### config.mk
export PLATFORM = sky130hd
export DESIGN_NAME = dmxl_core
export DESIGN_NICKNAME = d
export VERILOG_FILES = /design/src/rtl/dmxl_pkg.sv /design/src/rtl/dmxl_core.sv
export SDC_FILE = /design/constraint.sdc
export NUM_CORES = 1
export LEC_CHECK = 0
export CELL_PAD_IN_SITES_DETAIL_PLACEMENT = 1
export CELL_PAD_IN_SITES_GLOBAL_PLACEMENT = 2
export CORE_AREA = 2 2 169 155
export DETAILED_ROUTE_END_ITERATION = 8
export DIE_AREA = 0 0 171 157
export DONT_BUFFER_PORTS = 1
export GPL_TIMING_DRIVEN = 1
export HOLD_SLACK_MARGIN = 0.02
export PLACE_DENSITY_LB_ADDON = 0.1
export SKIP_LAST_GASP = 1
export SLEW_MARGIN = 15
export SYNTH_ARGS = -nofsm -noshare
export SYNTH_HDL_FRONTEND = slang
export SYNTH_SLANG_ARGS = --single-unit
### constraint.sdc
create_clock -name clk -period 9.9 [get_ports clk]
set_clock_uncertainty 0.05 [all_clocks]
set_input_delay 0.99 -clock clk [delete_from_list [all_inputs] [get_ports clk]]
set_output_delay 0.99 -clock clk [all_outputs]
set_load 0.05 [all_outputs]
### src/rtl/dmxl_pkg.sv
// Shared types and constants for the DMX channel safety limiter.
`default_nettype none
package dmxl_pkg;

	// Store geometry.
	localparam int NUM_UNIVERSES         = 4;
	localparam int CHANNELS_PER_UNIVERSE = 512;
	localparam int STORE_SIZE            = NUM_UNIVERSES * CHANNELS_PER_UNIVERSE;
	localparam int IDX_W                 = (STORE_SIZE > 1) ? $clog2(STORE_SIZE) : 1;
	localparam int UNI_W                 = $clog2(NUM_UNIVERSES + 1);

	// Idle counter saturates at its all-ones value.
	localparam int               IDLE_W   = 17;
	localparam logic [IDLE_W-1:0] IDLE_MAX = '1;

	// A slew step of this value disables slew limiting.
	localparam logic [7:0] SLEW_OFF = 8'd255;

	// Command kinds.
	typedef enum logic [2:0] {
		KIND_WRITE    = 3'd0,
		KIND_TICK     = 3'd1,
		KIND_READ     = 3'd2,
		KIND_BLACKOUT = 3'd3,
		KIND_FREEZE   = 3'd4
	} kind_t;

	// Result status codes.
	localparam logic [1:0] ST_OK   = 2'd0;
	localparam logic [1:0] ST_ADDR = 2'd1;
	localparam logic [1:0] ST_TRIP = 2'd2;

	// Configuration register indexes.
	typedef logic [1:0] cfg_idx_t;
	localparam cfg_idx_t CFG_CEILING = 2'd0;
	localparam cfg_idx_t CFG_STEP    = 2'd1;
	localparam cfg_idx_t CFG_TIMEOUT = 2'd2;

	typedef logic [IDX_W-1:0] mem_idx_t;

	// Input command.
	typedef struct packed {
		logic [2:0]         kind;
		logic [15:0]        universe;
		logic [9:0]         address;
		logic signed [15:0] requested_level;
		logic               flag;
	} cmd_t;

	// Result item.
	typedef struct packed {
		logic [2:0] out_universe;
		logic [9:0] out_address;
		logic [7:0] channel_level;
		logic [1:0] status;
		logic       blackout_active;
	} res_t;

	// Write request into the level store.
	typedef struct packed {
		logic     en;
		mem_idx_t idx;
		logic [7:0] data;
	} mem_wr_t;

endpackage
`default_nettype wire

### src/rtl/dmxl_core.sv
// Command decode, safety limiting, control latches and result register.
`default_nettype none
module dmxl_core (
	input  logic                clk,
	input  logic                arst_n,
	input  logic                accept,
	input  dmxl_pkg::cmd_t      command,
	input  logic                cfg_we,
	input  dmxl_pkg::cfg_idx_t  cfg_index,
	input  logic [15:0]         cfg_data,
	output dmxl_pkg::mem_idx_t  rd_idx,
	input  logic [7:0]          rd_data,
	output dmxl_pkg::mem_wr_t   wr_req,
	output logic                done,
	output dmxl_pkg::res_t      result
);
	import dmxl_pkg::*;

	// Clamp to the ceiling, then to the slew window around the current level; blackout forces zero.
	function automatic logic [7:0] limit_level(input logic [7:0] cur,
			input logic signed [15:0] req, input logic [7:0] ceil_v,
			input logic [7:0] step, input logic blk);
		logic [7:0] v;
		logic [7:0] lo;
		logic [8:0] hi;
		if (req < 0) begin
			v = 8'd0;
		end else if (req[15:8] != 8'd0 || req[7:0] > ceil_v) begin
			v = ceil_v;
		end else begin
			v = req[7:0];
		end
		if (step != SLEW_OFF) begin
			lo = (cur < step) ? 8'd0 : cur - step;
			hi = {1'b0, cur} + {1'b0, step};
			if (hi > {1'b0, ceil_v}) begin
				hi = {1'b0, ceil_v};
			end
			if (v < lo) begin
				v = lo;
			end
			if ({1'b0, v} > hi) begin
				v = hi[7:0];
			end
		end
		if (blk) begin
			v = 8'd0;
		end
		return v;
	endfunction

	logic [UNI_W-1:0] uni_c;
	logic             addr_ok;

	// Sanitize the universe and check the address of the incoming command.
	always_comb begin
		if (command.universe == 16'd0) begin
			uni_c = UNI_W'(1);
		end else if (command.universe > 16'(NUM_UNIVERSES)) begin
			uni_c = UNI_W'(NUM_UNIVERSES);
		end else begin
			uni_c = UNI_W'(command.universe);
		end
		addr_ok = (command.address != 10'd0) &&
			(command.address <= 10'(CHANNELS_PER_UNIVERSE));
		rd_idx = IDX_W'((32'(uni_c) - 32'd1) * CHANNELS_PER_UNIVERSE +
			32'(command.address) - 32'd1);
	end

	// Stage one registers, aligned with the store's read data.
	logic             valid_s1;
	cmd_t             cmd_s1;
	logic [UNI_W-1:0] uni_s1;
	logic             addr_ok_s1;
	mem_idx_t         idx_s1;

	always_ff @(posedge clk or negedge arst_n) begin
		if (!arst_n) begin
			valid_s1 <= 1'b0;
		end else begin
			valid_s1 <= accept;
		end
	end

	always_ff @(posedge clk) begin
		if (accept) begin
			cmd_s1     <= command;
			uni_s1     <= uni_c;
			addr_ok_s1 <= addr_ok;
			idx_s1     <= rd_idx;
		end
	end

	// Configuration and control state.
	logic [7:0]        ceiling_q;
	logic [7:0]        step_q;
	logic [15:0]       timeout_q;
	logic              blackout_q;
	logic              freeze_q;
	logic [IDLE_W-1:0] idle_q;
	logic              seen_q;

	// Last store write, forwarded to a command that read the same entry too early.
	logic       fwd_valid_q;
	mem_idx_t   fwd_idx_q;
	logic [7:0] fwd_data_q;

	logic [7:0]        cur;
	logic [7:0]        limited;
	logic [7:0]        level_n;
	logic [1:0]        status_n;
	logic              wr_en;
	logic              blackout_n;
	logic              freeze_n;
	logic [IDLE_W-1:0] idle_n;
	logic [IDLE_W-1:0] idle_inc;
	logic              seen_n;

	// Command execution for the transaction in stage one.
	always_comb begin
		cur = (fwd_valid_q && fwd_idx_q == idx_s1) ? fwd_data_q : rd_data;
		limited = limit_level(cur, cmd_s1.requested_level, ceiling_q, step_q, blackout_q);
		idle_inc = (idle_q == IDLE_MAX) ? idle_q : idle_q + IDLE_W'(1);
		level_n = 8'd0;
		status_n = ST_OK;
		wr_en = 1'b0;
		blackout_n = blackout_q;
		freeze_n = freeze_q;
		idle_n = idle_q;
		seen_n = seen_q;
		if (valid_s1) begin
			unique case (kind_t'(cmd_s1.kind))
				KIND_WRITE: begin
					idle_n = '0;
					seen_n = 1'b1;
					if (!addr_ok_s1) begin
						if (!freeze_q) begin
							status_n = ST_ADDR;
						end
					end else begin
						wr_en = !freeze_q;
						if (blackout_q) begin
							level_n = 8'd0;
						end else begin
							level_n = freeze_q ? cur : limited;
						end
					end
				end
				KIND_TICK: begin
					idle_n = idle_inc;
					if (timeout_q != 16'd0 && seen_q && !blackout_q &&
							idle_inc > IDLE_W'(timeout_q)) begin
						blackout_n = 1'b1;
						status_n = ST_TRIP;
					end
				end
				KIND_READ: begin
					if (!addr_ok_s1) begin
						status_n = ST_ADDR;
					end else begin
						level_n = blackout_q ? 8'd0 : cur;
					end
				end
				KIND_BLACKOUT: begin
					blackout_n = cmd_s1.flag;
				end
				KIND_FREEZE: begin
					freeze_n = cmd_s1.flag;
				end
				default: begin
				end
			endcase
		end
	end

	assign wr_req = '{en: wr_en, idx: idx_s1, data: limited};

	// Control state, configuration and forwarding registers.
	always_ff @(posedge clk or negedge arst_n) begin
		if (!arst_n) begin
			ceiling_q   <= 8'd255;
			step_q      <= SLEW_OFF;
			timeout_q   <= 16'd0;
			blackout_q  <= 1'b0;
			freeze_q    <= 1'b0;
			idle_q      <= '0;
			seen_q      <= 1'b0;
			fwd_valid_q <= 1'b0;
		end else begin
			blackout_q  <= blackout_n;
			freeze_q    <= freeze_n;
			idle_q      <= idle_n;
			seen_q      <= seen_n;
			fwd_valid_q <= wr_en;
			if (cfg_we) begin
				unique case (cfg_index)
					CFG_CEILING: ceiling_q <= cfg_data[7:0];
					CFG_STEP:    step_q    <= cfg_data[7:0];
					CFG_TIMEOUT: timeout_q <= cfg_data;
					default: begin
					end
				endcase
			end
		end
	end

	always_ff @(posedge clk) begin
		fwd_idx_q  <= idx_s1;
		fwd_data_q <= limited;
	end

	// Result register.
	logic done_s2;
	res_t result_s2;

	always_ff @(posedge clk or negedge arst_n) begin
		if (!arst_n) begin
			done_s2 <= 1'b0;
		end else begin
			done_s2 <= valid_s1;
		end
	end

	always_ff @(posedge clk) begin
		if (valid_s1) begin
			result_s2.out_universe    <= 3'(uni_s1);
			result_s2.out_address     <= cmd_s1.address;
			result_s2.channel_level   <= level_n;
			result_s2.status          <= status_n;
			result_s2.blackout_active <= blackout_n;
		end
	end

	assign done   = done_s2;
	assign result = result_s2;

endmodule
`default_nettype wire

Word level (Yosys, flattened, before mapping)
Cells that the tools add are included.
{ "totals": {"output_inout_bits": 56, "in_bits": 76, "word_cells": 101, "regBits": 143} }
{ "op_classes": {"addsub": 6, "magnitude_cmp": 9, "muxes": 32, "n_eq_ne": 9, "n_reduce_logical": 21} }
{ "op_table": {"columns": ["op", "n"], "rows": [
  ["two-way mux 8 bit", 14],
  ["one-hot mux 17 bit (2 select lines)", 1],
  ["two-way mux 9 bit", 2],
  ["adder 17 x 1 -> 17 bit, second input constant", 1],
  ["equality test 17 bit, second input constant", 1],
  ["> comparator 17 x 16 -> 1 bit", 1],
  ["two-way mux 17 bit", 1],
  ["> comparator 16 x 3 -> 1 bit, second input constant", 1],
  ["zero test 16 bit", 1],
  ["< comparator 16 x 1 -> 1 bit, second input constant", 1],
  ["< comparator 8 bit", 2],
  ["one-hot mux 8 bit (2 select lines)", 1],
  ["nonzero test 16 bit", 1],
  ["AND reduction 2 bit", 6],
  ["adder 11 bit", 1],
  ["equality test 11 bit", 1],
  ["subtractor 11 x 2 -> 11 bit, second input constant", 1],
  ["<= comparator 10 bit, second input constant", 1],
  ["nonzero test 10 bit", 1],
  ["adder 8 x 8 -> 9 bit", 1],
  ["> comparator 8 x 9 -> 1 bit", 1],
  ["> comparator 9 x 8 -> 1 bit", 1],
  ["> comparator 8 bit", 1],
  ["two-way mux 1 bit", 8],
  ["other kinds (19)", 26]
]} }

Depth between registers and ports, before layout
Gate-level depths: netlist of run 1.
{ "depth": {"depth_word": 16, "depth_mapped": 29, "ltp_nobuf": 28} }

Worst setup path before layout of run 1
Ideal clock, no wire load.
{ "synth_path": {"path_type": "flip-flop to output port", "startpoint": "reg idx_s1[8]", "endpoint": "out wr_req[2] in the netlist's numbering", "n_path_buf": 1, "setup_slack_ns": 1.581, "path_stages_with_launch": 25, "arrival_ns": 7.279, "path_cell_list": "edfxtp_1 > xnor2_1 > nand4_1 > nor3_2 > mux2_2 > ha_1 > nand3b_1 > a211o_1 > a21oi_4 > a21boi_0 > inv_1 > ha_1 > nand4_1 > or3_1 > o211ai_4 > buf_6 > mux2i_1 > inv_1 > ha_1 > nand2b_1 > a21oi_1 > o221ai_1 > a221oi_1 > nor2_1 > a221oi_1"} }
{ "synth_lines": {"columns": ["element", "line_no", "rtl"], "rows": [
  ["from (decl)", "dmxl_core.sv:75", "mem_idx_t idx_s1;"],
  ["from (signal assigned)", "dmxl_core.sv:90", "idx_s1 <= rd_idx;"],
  ["to (decl)", "dmxl_core.sv:13", "output dmxl_pkg::mem_wr_t wr_req,"]
]} }

==> results of run 1 <==
worst paths after layout:
kind	start	end	slack (ps)
hold / removal	arst_n	idle_q[13]	200
max in group asynchronous	arst_n	ceiling_q[3]	9400
hold reg to reg	cmd_s1[19]	result[13]	370
setup reg to reg	idx_s1[0]	result[8]	1560
min in group clk	cmd_s1[19]	result[13]	370
setup / recovery	idx_s1[0]	wr_req[3]	630
where the power goes:
part | internal (µW) | switching, µW | total [µW]
registers | 718 | 119 | 837
clock network | 381 | 290 | 672
logic | 363 | 692 | 1060
placed cells by master (no fill, tap or decap), drive strengths merged, types with 4 or more instances in the layout:
cell	instances
a211oi	5
a21o	7
a21oi	38
a221oi	6
a22o	7
a31oi	4
and2	5
and3	4
and4	4
buf	11
clkbuf	18
clkinv	4
dfrtp	39
dfstp	16
dfxtp	19
diode	5
edfxtp	69
ha	80
inv	79
mux2	40
mux2i	25
nand2	60
nand2b	7
nand3	14
nand4	17
nor2	48
nor2b	12
nor3	22
nor4	10
o211ai	4
o21a	5
o21ai	40
o21bai	5
o221a	4
or2	5
or3	6
xnor2	36
xor2	10
flip-flops by register name, indices dropped and copies added (netlist names):
name,count
ceiling_q,8
done,1
fwd_valid_q,1
freeze_q,1
step_q,8
blackout_q,1
valid_s1,1
idle_q,17
idx_s1,11
result,24
fwd_idx_q,11
fwd_data_q,8
seen_q,1
uni_s1,3
cmd_s1,30
addr_ok_s1,1
timeout_q,16
layout make-up:
type                            instances  area, µm²  share of cell area (%)
Antenna cell                            5       12.5                   0.129
Clock buffer                           18        429                    4.41
Clock inverter                         14        174                    1.79
Inverter                               74        278                    2.85
Multi-Input combinational cell        576       4480                    46.0
Sequential cell                       143       3850                    39.5
Tap cell                              342        428                    4.40
Timing Repair Buffer                   11       82.6                   0.848
stage by stage:
stage	cells	hold slack [ps]
after floorplan	811	350
after global placement	1146	353
after detailed placement	1146	357
after CTS	1178	172
after global routing	1181	176
final	1183	201
worst max-delay path, delay by kind of cell, from the launching register on:
family                     cells  cell delay, ps
AOI/OAI and AO/OA              7            2250
xor gates and xnor gates       2             450
adders and majority gates      4            1370
buffers and inverters          3             360
DFF                            1             640
muxes                          2             810
and+or+nand+nor                9            1910
cell families (layout without fill, tap and decap cells):
kind of cell,after synthesis,in the layout,synth area share [%]
adders and majority gates,83,83,12.3
buffers and inverters,92,117,4.14
DFF,143,143,44.5
muxes,65,65,8.24
AOI/OAI and AO/OA,160,160,13.0
xor gates and xnor gates,46,46,4.66
and+or+nand+nor,222,222,13.2
other,0,5,0
per-layer routing:
metal | global-route usage, % | routed length (µm) | part of all wire (%) | vias up
li1 | - | - | - | 2987
met1 | 27.0 | 12100 | 46 | 3069
met2 | 32.9 | 12000 | 45 | 191
met3 | 7.37 | 2290 | 8.6 | 17
met4 | 4.16 | 187 | 0.70 | 2
met5 | 0 | 15 | 0.056 | -
Yosys cell counts (all sizes together), types with 5 or more instances:
master	instances	share of area, %
nand2b	7	0.51
edfxtp	69	24
a21oi	38	2.5
nand4	17	1.5
o21a	5	0.43
clkbuf	15	0.65
o21ai	40	2.3
dfrtp	39	11
nor2b	12	0.87
nand3	14	0.81
a221oi	6	0.83
nand2	60	2.7
and2	5	0.36
dfxtp	19	4.4
a21o	7	0.61
a211oi	5	0.43
xor2	10	1.0
o21bai	5	0.43
or3	6	0.43
a22o	7	0.71
xnor2	36	3.6
mux2	40	5.3
nor4	10	0.87
or2	5	0.36
nor3	22	1.3
dfstp	16	4.9
ha	80	12
nor2	48	2.1
mux2i	25	2.9
inv	72	3.1
==> run summary, run 1 <==
Outcome: finished clean
Clock buffer count from CTS: 17
Critical path's slowest cell: edfxtp_1
Fmax: 108 MHz
Hold buffer count at CTS: 0
DRT Pass-1 Iters: 4
Synth warnings: 0
Main synth FF type: edfxtp_1
Crit end category: output port
Clock sinks: 143
Setup TNS: 0 ps
EDFF count, synth: 69
Setup-failing EPs final: 0
Leak: 0.00408 µW
Syn_area_per_cell: 10.7 µm²
DRC Markers: 0
Initial antenna violation count: 6
Power density cells: 263 nW/µm²
Max_cap viols: 0
Worst-path clk slew: 70 ps
Core area: 24900 µm²
Synthesis-to-finish area growth: 12.6%
Worst EP arrival: 8230 ps
Core Util, Final: 39.1%
First-pass GRT wire length: 41000 µm
DP Worst Slack: 935 ps
Layout Nets: 982
Synthesized cell area: 8640 µm²
RSZ-0062 raised after global routing: false
Crit path launch type: register
Post-DP HPWL: 20900 µm
Clock Latency Late Sink: 430 ps
Cell count after synthesis: 811
Synth async-reset ratio: 38.5%
Minimum clock period after layout: 9270 ps
Max_slew headroom: 18.8%
Crit Path Max Fanout: 17
Post-CTS setup buffers: 0
1st-iter DRT viols: 394
Total power: 2560 µW
Initial Utilization: 34.7%
Yosys reg bits: 143
Syn Nets: 970
Clock H-tree levels: 4
Routed via count: 6266
Filler Cell Count: 2762
Worst r2r path cells: 28
# rows: 55
IO Pins: 132
Vias per inst: 5.30
CTS tree: yes
Worst-Margin Slew: 1210 ps
CP max stage delay: 640 ps
Gpl congestion: 0.885
Input/output buffers: 0
Die area: 26800 µm²
Final ANT Viol Nets: 0
CTS root buf: clkbuf_16
Tcrit/Tclk final: 93.6%
Hold Crit Class: in -> async
Sequential share of the synthesized area: 44.5%
Wire per inst: 22.5 µm
Post-route setup slack: 630 ps
Final Slew Violations: 0
Clock buffer depth: 2
Critical path required time: 8860 ps
Final Hold Viols: 0
Largest net degree at the start of global routing: 56
Total Wirelength: 26600 µm
Placed cell area: 9090 µm²
Total GRT Usage: 20.6%
Synth unique cells: 71
DIE HEIGHT: 157 µm
GR Overflow Total: 0
Setup CP Type: reg -> out
Peak VDD IR: 0.000109 V
Most common cell on crit path: ha_1
Design area: 9740 µm²
Share of layout cells above drive strength 1: 15.2%
Resized cells post-CTS: 0
Die width: 171 µm
Vias in the first global route: 6862
No activity file was read; power rests on OpenSTA's default activity.
==> inputs of run 2 (changes only) <==
- CORE_AREA: 2 2 169 155 -> 2 2 150 137
- DIE_AREA: 0 0 171 157 -> 0 0 152 139
==> run 2 against run 1 <==
  * Hold slack worse by 5.5 ps
  * Maximum frequency down 0.98%
  * Largest power group unchanged
  * Count of clock-buffer cells in the layout unchanged
  * Via count up 2.6%
  * Register-to-register slack worse by 30 ps
  * Non-clock buffer count up 3
  * Sequential cell count unchanged
  * Setup slack worse by 92 ps
  * Global-route usage up 4.2 points
  * Routed wire length down 2.2%
  * Sequential share of layout area up 0.45 points
  * Critical path type unchanged
  * Power up 0.57%
==> run summary, run 2 (synthesis gave the netlist of run 1 again) <==
Sequential standard cell area: 3850 µm² (unchanged)
Commonest non-fill, non-tap cell in the layout: ha_1
Core area: 19700 µm² (-21%)
Critical path required time: 8860 ps (about the same)
IO Pins: 132 (unchanged)
1st-iter DRT viols: 290 (-26%)
Clock buffer count from CTS: 17 (unchanged)
Biggest register: cmd_s1
Routed via count: 6432 (+2.6%)
Initial Utilization: 43.9% (+9.2 points)
Final ANT Viol Nets: 0 (unchanged)
Filler Cell Count: 2139 (-23%)
Crit path launch type: register
Clock Latency Late Sink: 430 ps (about the same)
# rows: 49 (-11%)
Setup CP Type: reg -> out
Die width: 152 µm (-11%)
Clock buffer depth: 2 (unchanged)
Hold Crit Class: in -> async
Setup-failing EPs final: 0 (unchanged)
CTS root buf: clkbuf_16
Max_slew headroom: 21.2% (+2.4 points)
Input/output buffers: 0 (unchanged)
Crit Path Max Fanout: 17 (unchanged)
Layout Nets: 985 (+0.31%)
Max_cap viols: 0 (unchanged)
Vias in the first global route: 6935 (+1.1%)
Most frequent cells in the layout: ha_1, inv_1, edfxtp_1
Final Hold Viols: 0 (unchanged)
Synthesis-to-finish area growth: 11.4%
Wire per inst: 23.7 µm (+5.6%)
DRC Markers: 0 (unchanged)
Most common cell on crit path: ha_1
First-pass GRT wire length: 40200 µm (-2.1%)
Vias per inst: 5.87 (+11%)
Power density cells: 268 nW/µm² (+1.7%)
Outcome: finished clean
Final Slew Violations: 0 (unchanged)
Gpl congestion: 0.914 (+3.2%)
Multi-input gate area: 4470 µm² (-0.33%)
Fmax: 107 MHz (-0.98%)
Peak VDD IR: 0.000117 V (+7.8%)
Max FFs per register: 30 (unchanged)
Largest net degree at the start of global routing: 56 (unchanged)
Worst-Margin Slew: 1170 ps (-35.4 ps)
Clock H-tree levels: 4 (unchanged)
Worst path cell trace: xnor2_1 -> nand4_1 -> nor3_4 -> mux2_2 -> ha_1 -> nand3b_1 -> a211o_1 -> a21oi_4 -> a21boi_1 -> inv_1 -> ha_1 -> nand4_1 -> or3_1 -> o211ai_4 -> mux2i_1 -> inv_1 -> ha_1 -> o21ai_0 -> a21oi_1 -> o221ai_1 -> a221o_1 -> nor2_1 -> nand2_1 -> o311a_1
Post-CTS setup buffers: 0 (unchanged)
Worst-path clk slew: 70 ps (about the same)
Post-DP HPWL: 20300 µm (-2.6%)
Minimum clock period after layout: 9360 ps (+91.8 ps)
Clock sinks: 143 (unchanged)
Initial antenna violation count: 2 (-4)
Leak: 0.00411 µW (+0.67%)
CP max stage delay: 630 ps (about the same)
Worst EP arrival: 8320 ps (+90 ps)
CTS tree: yes
DRT Pass-1 Iters: 4 (unchanged)
DIE HEIGHT: 139 µm (-11%)
Total GRT Usage: 24.8% (+4.2 points)
Crit end category: output port
Share of layout cells above drive strength 1: 15.4% (+0.18 points)
Total Wirelength: 26000 µm (-2.2%)
Core Util, Final: 48.9% (+9.8 points)
Post-route setup slack: 538 ps (-91.8 ps)
Die area: 21100 µm² (-21%)
Worst r2r path cells: 25 (-11%)
Tcrit/Tclk final: 94.6% (+0.93 points)
DP Worst Slack: 551 ps (-384 ps)
Critical path's slowest cell: edfxtp_1
GR Overflow Total: 0 (unchanged)
-- run 2: report_power, final --
part | internal (µW) | switching [µW] | leakage (µW)
registers | 718 | 122 | 0.00150
clock network | 382 | 293 | 0.000290
logic | 369 | 694 | 0.00231
-- run 2: worst max-delay path: cells and delay by family (launching register included) --
kind,cells,cell delay [ps]
XOR/XNOR,1,280
AND/OR/NAND/NOR,7,1880
buffers and inverters,2,170
AO/OA/AOI/OAI,9,3150
flip-flops,1,630
adder cells (fa/ha/maj),3,990
multiplexers,2,770
-- run 2: final cells by class --
type	instances	share of cell area (%)
Tap cell	255	3.31
Multi-Input combinational cell	576	46.4
Clock buffer	18	4.46
Sequential cell	143	40.0
Timing Repair Buffer	14	1.09
Antenna cell	2	0.0520
Clock inverter	14	1.81
Inverter	74	2.89
-- run 2: metrics by stage --
step / power [µW] / instance area (µm²) / instances / TNS [ps] / hold WS [ps]
2_1_floorplan: 1590 / 8640 / 811 / 0 / 350
3_3_place_gp: 1880 / 9010 / 1062 / 0 / 352
3_5_place_dp: 1900 / 9010 / 1062 / 0 / 356
4_1_cts: 2590 / 9610 / 1094 / 0 / 174
5_1_grt: 2710 / 9630 / 1096 / -3.13 / 180
6_report: 2580 / 9630 / 1096 / 0 / 195
-- run 2: what timing repair did --
action | in CTS | in global routing
hold buffers | 0 | 0
gates resized for setup | 0 | 3
setup endpoints to repair | 0 | 8
-- run 2: final timing paths --
kind                                 to       start  slack (ps)
setup / recovery              wr_req[3]   idx_s1[0]         540
hold / removal               idle_q[10]      arst_n         200
setup reg to reg              result[5]   idx_s1[0]        1530
hold reg to reg              result[18]  cmd_s1[24]         370
max in group asynchronous  ceiling_q[7]      arst_n        9390
min in group clk             result[18]  cmd_s1[24]         370
-- run 2: per-layer routing --
metal,up-vias,global-route usage (%),wire (µm)
li1,2989,-,-
met5,-,0,0
met4,0,10.3,801
met3,47,5.56,1310
met2,188,42.4,12800
met1,3208,30.4,11100
==> inputs of run 3 (changes only) <==
- ABC_AREA: not set -> 1
- CORE_AREA: 2 2 150 137 -> 2 2 153 140
- DIE_AREA: 0 0 152 139 -> 0 0 155 142
==> run 3 against run 2 <==
  * Routed wire length shrank 14%
  * Power shrank 12%
  * Final cell count rose by 14%
  * Via count shrank 1.2%
  * Area after synthesis shrank 2.2%
  * Global-route usage fell by 3.5 points
  * Critical endpoint unchanged
==> run summary, run 3 <==
Hold buffer count at CTS: 0 (unchanged)
Clock sinks: 143 (unchanged)
Final Hold Viols: 0 (unchanged)
DIE HEIGHT: 142 µm (+2.2%)
CTS root buf: clkbuf_16
Synthesized cell area: 8450 µm² (-2.2%)
Placed cells: 1219 (+15%)
Clock buffer count from CTS: 17 (unchanged)
Critical path required time: 8860 ps (about the same)
Tcrit/Tclk final: 90.3% (-4.2 points)
Minimum clock period after layout: 8940 ps (-420 ps)
RSZ-0062 raised after global routing: false
Hold Crit Class: in -> async
Initial antenna violation count: 1 (-1)
Most frequent cells in the layout: nand2_1, inv_1, ha_1
Peak VDD IR: 0.000111 V (-5.1%)
Final Slew Violations: 0 (unchanged)
Leak: 0.00445 µW (+8.4%)
Core area: 20500 µm² (+3.9%)
First-pass GRT wire length: 36300 µm (-9.6%)
Outcome: finished clean
Top-count cell post-synth: nand2_1
Die width: 155 µm (+2.0%)
Cell count after synthesis: 970 (+20%)
Resized cells post-CTS: 0 (unchanged)
Worst-path clk slew: 80 ps (about the same)
Max FFs per register: 30 (unchanged)
Sequential share of the synthesized area: 45.5% (+1.0 points)
Post-DP HPWL: 17300 µm (-15%)
Initial Utilization: 41.3% (-2.6 points)
# rows: 50 (+2.0%)
Synthesis-to-finish area growth: 10.4%
Vias in the first global route: 6673 (-3.8%)
Critical path's slowest cell: edfxtp_1
Clock H-tree levels: 4 (unchanged)
Largest net degree at the start of global routing: 56 (unchanged)
Post-synth top area share: 24.5% (+0.55 points)
Crit path launch type: register
IO Pins: 132 (unchanged)
Clock buffer depth: 2 (unchanged)
Wire per inst: 17.8 µm (-25%)
Power density cells: 244 nW/µm² (-9.1%)
1st-iter DRT viols: 251 (-13%)
Net switching share of the total power: 43.5% (+0.49 points)
Setup TNS: 0 ps (unchanged)
Routed via count: 6355 (-1.2%)
Net Switching: 990 µW (-11%)
Crit Path Max Fanout: 16 (-1)
Biggest register: cmd_s1
Clock share of power: 28.8% (+2.6 points)
Commonest non-fill, non-tap cell in the layout: nand2_1
Sequential share of power: 35.5% (+2.9 points)
Most common cell on crit path: nand2_1
Layout Nets: 1137 (+15%)
Main synth FF type: edfxtp_1
Yosys reg bits: 143 (unchanged)
DRC Markers: 0 (unchanged)
Syn_area_per_cell: 8.71 µm² (-18%)
Worst-Margin Slew: 1150 ps (-26.9 ps)
Filler Cell Count: 2397 (+12%)
Total GRT Usage: 21.3% (-3.5 points)
Gpl congestion: 0.820 (-10%)
Post-CTS setup buffers: 0 (unchanged)
Input/output buffers: 0 (unchanged)
Crit end category: output port
Max_cap viols: 0 (unchanged)
Clock Latency Late Sink: 430 ps (about the same)
CP max stage delay: 690 ps (+60 ps)
Final ANT Viol Nets: 0 (unchanged)
Fmax: 112 MHz (+4.7%)
Setup CP Type: reg -> out
Die area: 22000 µm² (+4.2%)
GR Overflow Total: 0 (unchanged)
Most frequent cells after synthesis: nand2_1, inv_1, ha_1
Synth warnings: 0 (unchanged)
Syn Nets: 1129 (+16%)
CTS tree: yes
Share of layout cells above drive strength 1: 7.87% (-7.5 points)
EDFF count, synth: 69 (unchanged)
Finished Layout Cells: 1252 (+14%)
P_int: 1280 µW (-13%)
Synth async-reset ratio: 38.5% (unchanged)
Worst EP arrival: 7900 ps (-420 ps)
Synth top area cells: edfxtp_1, ha_1, dfrtp_1, nand2_1, inv_1
Vias per inst: 5.08 (-14%)
Cell taking the most area after synthesis: edfxtp_1
DRT Pass-1 Iters: 4 (unchanged)
Max_slew headroom: 23.3% (+2.1 points)
Total Wirelength: 22300 µm (-14%)
Comb power frac: 35.7% (-5.5 points)
Setup-failing EPs final: 0 (unchanged)
Synth unique cells: 50 (-30%)
run 3: final timing paths:
| kind | start | end | slack [ps] | cells after the start |
|---|---|---|---|---|
| hold / removal | arst_n | idle_q[14] | 200 | 0 |
| setup reg to reg | idx_s1[7] | fwd_data_q[3] | 2230 | 33 |
| max in group asynchronous | arst_n | step_q[6] | 9370 | 0 |
| setup / recovery | idx_s1[7] | wr_req[3] | 960 | 33 |
| min in group clk | cmd_s1[24] | result[18] | 370 | 0 |
| hold reg to reg | cmd_s1[24] | result[18] | 370 | 0 |
run 3: kinds of logic after synthesis:
kind of cell	synth area share (%)
xor+xnor	2.80
simple gates	19.0
flops	45.5
mux	0.799
compound gates	10.6
buf+inv	8.72
fa+ha+maj	12.6
run 3: metrics by stage:
stage / power [µW] / area [µm²] / worst slack [ps] / util, % / hold WS [ps]
floorplan: 1450 / 8450 / 2930 / - / 350
global placement: 1620 / 8710 / 1260 / 42.6 / 351
detailed placement: 1620 / 8710 / 1230 / 42.6 / 359
CTS: 2290 / 9320 / 735 / 45.6 / 180
global route: 2430 / 9330 / 169 / 45.6 / 177
finish: 2270 / 9330 / 958 / 45.6 / 201
run 3: worst max-delay path: cells and delay by family, from the launching register on:
kind                       cells  cell delay, ps
and+or+nand+nor               14            2310
buffers and inverters          3             540
DFF                            1             690
xor gates and xnor gates       1             280
adders and majority gates      4            1270
AOI/OAI and AO/OA             11            2350
run 3: layout make-up:
cell class              instances  area [µm²]  area share, %
repair buffers                  3        22.5          0.241
clock buffers                  17         425           4.56
diodes                          1        2.50         0.0268
clock inverters                15         189           2.02
inverters                     170         638           6.84
well taps                     260         325           3.49
multi-input cells             643        3880           41.6
flip-flops and latches        143        3850           41.2
run 3: metal layers:
metal / GRT usage, % / up-vias / share of wire, %
met5: 0 / - / 0
met2: 34.7 / 106 / 47
met4: 5.21 / 0 / 0.99
met3: 5.45 / 16 / 4.8
met1: 28.5 / 3014 / 47
li1: - / 3219 / -
run 3: power groups by stage:
stage / Combinational, µW / Sequential, µW / Clock (µW)
finish: 811 / 808 / 655
global route: 919 / 818 / 693
CTS: 810 / 809 / 669
detailed placement: 804 / 820 / 0
global placement: 802 / 817 / 0
floorplan: 647 / 798 / 0
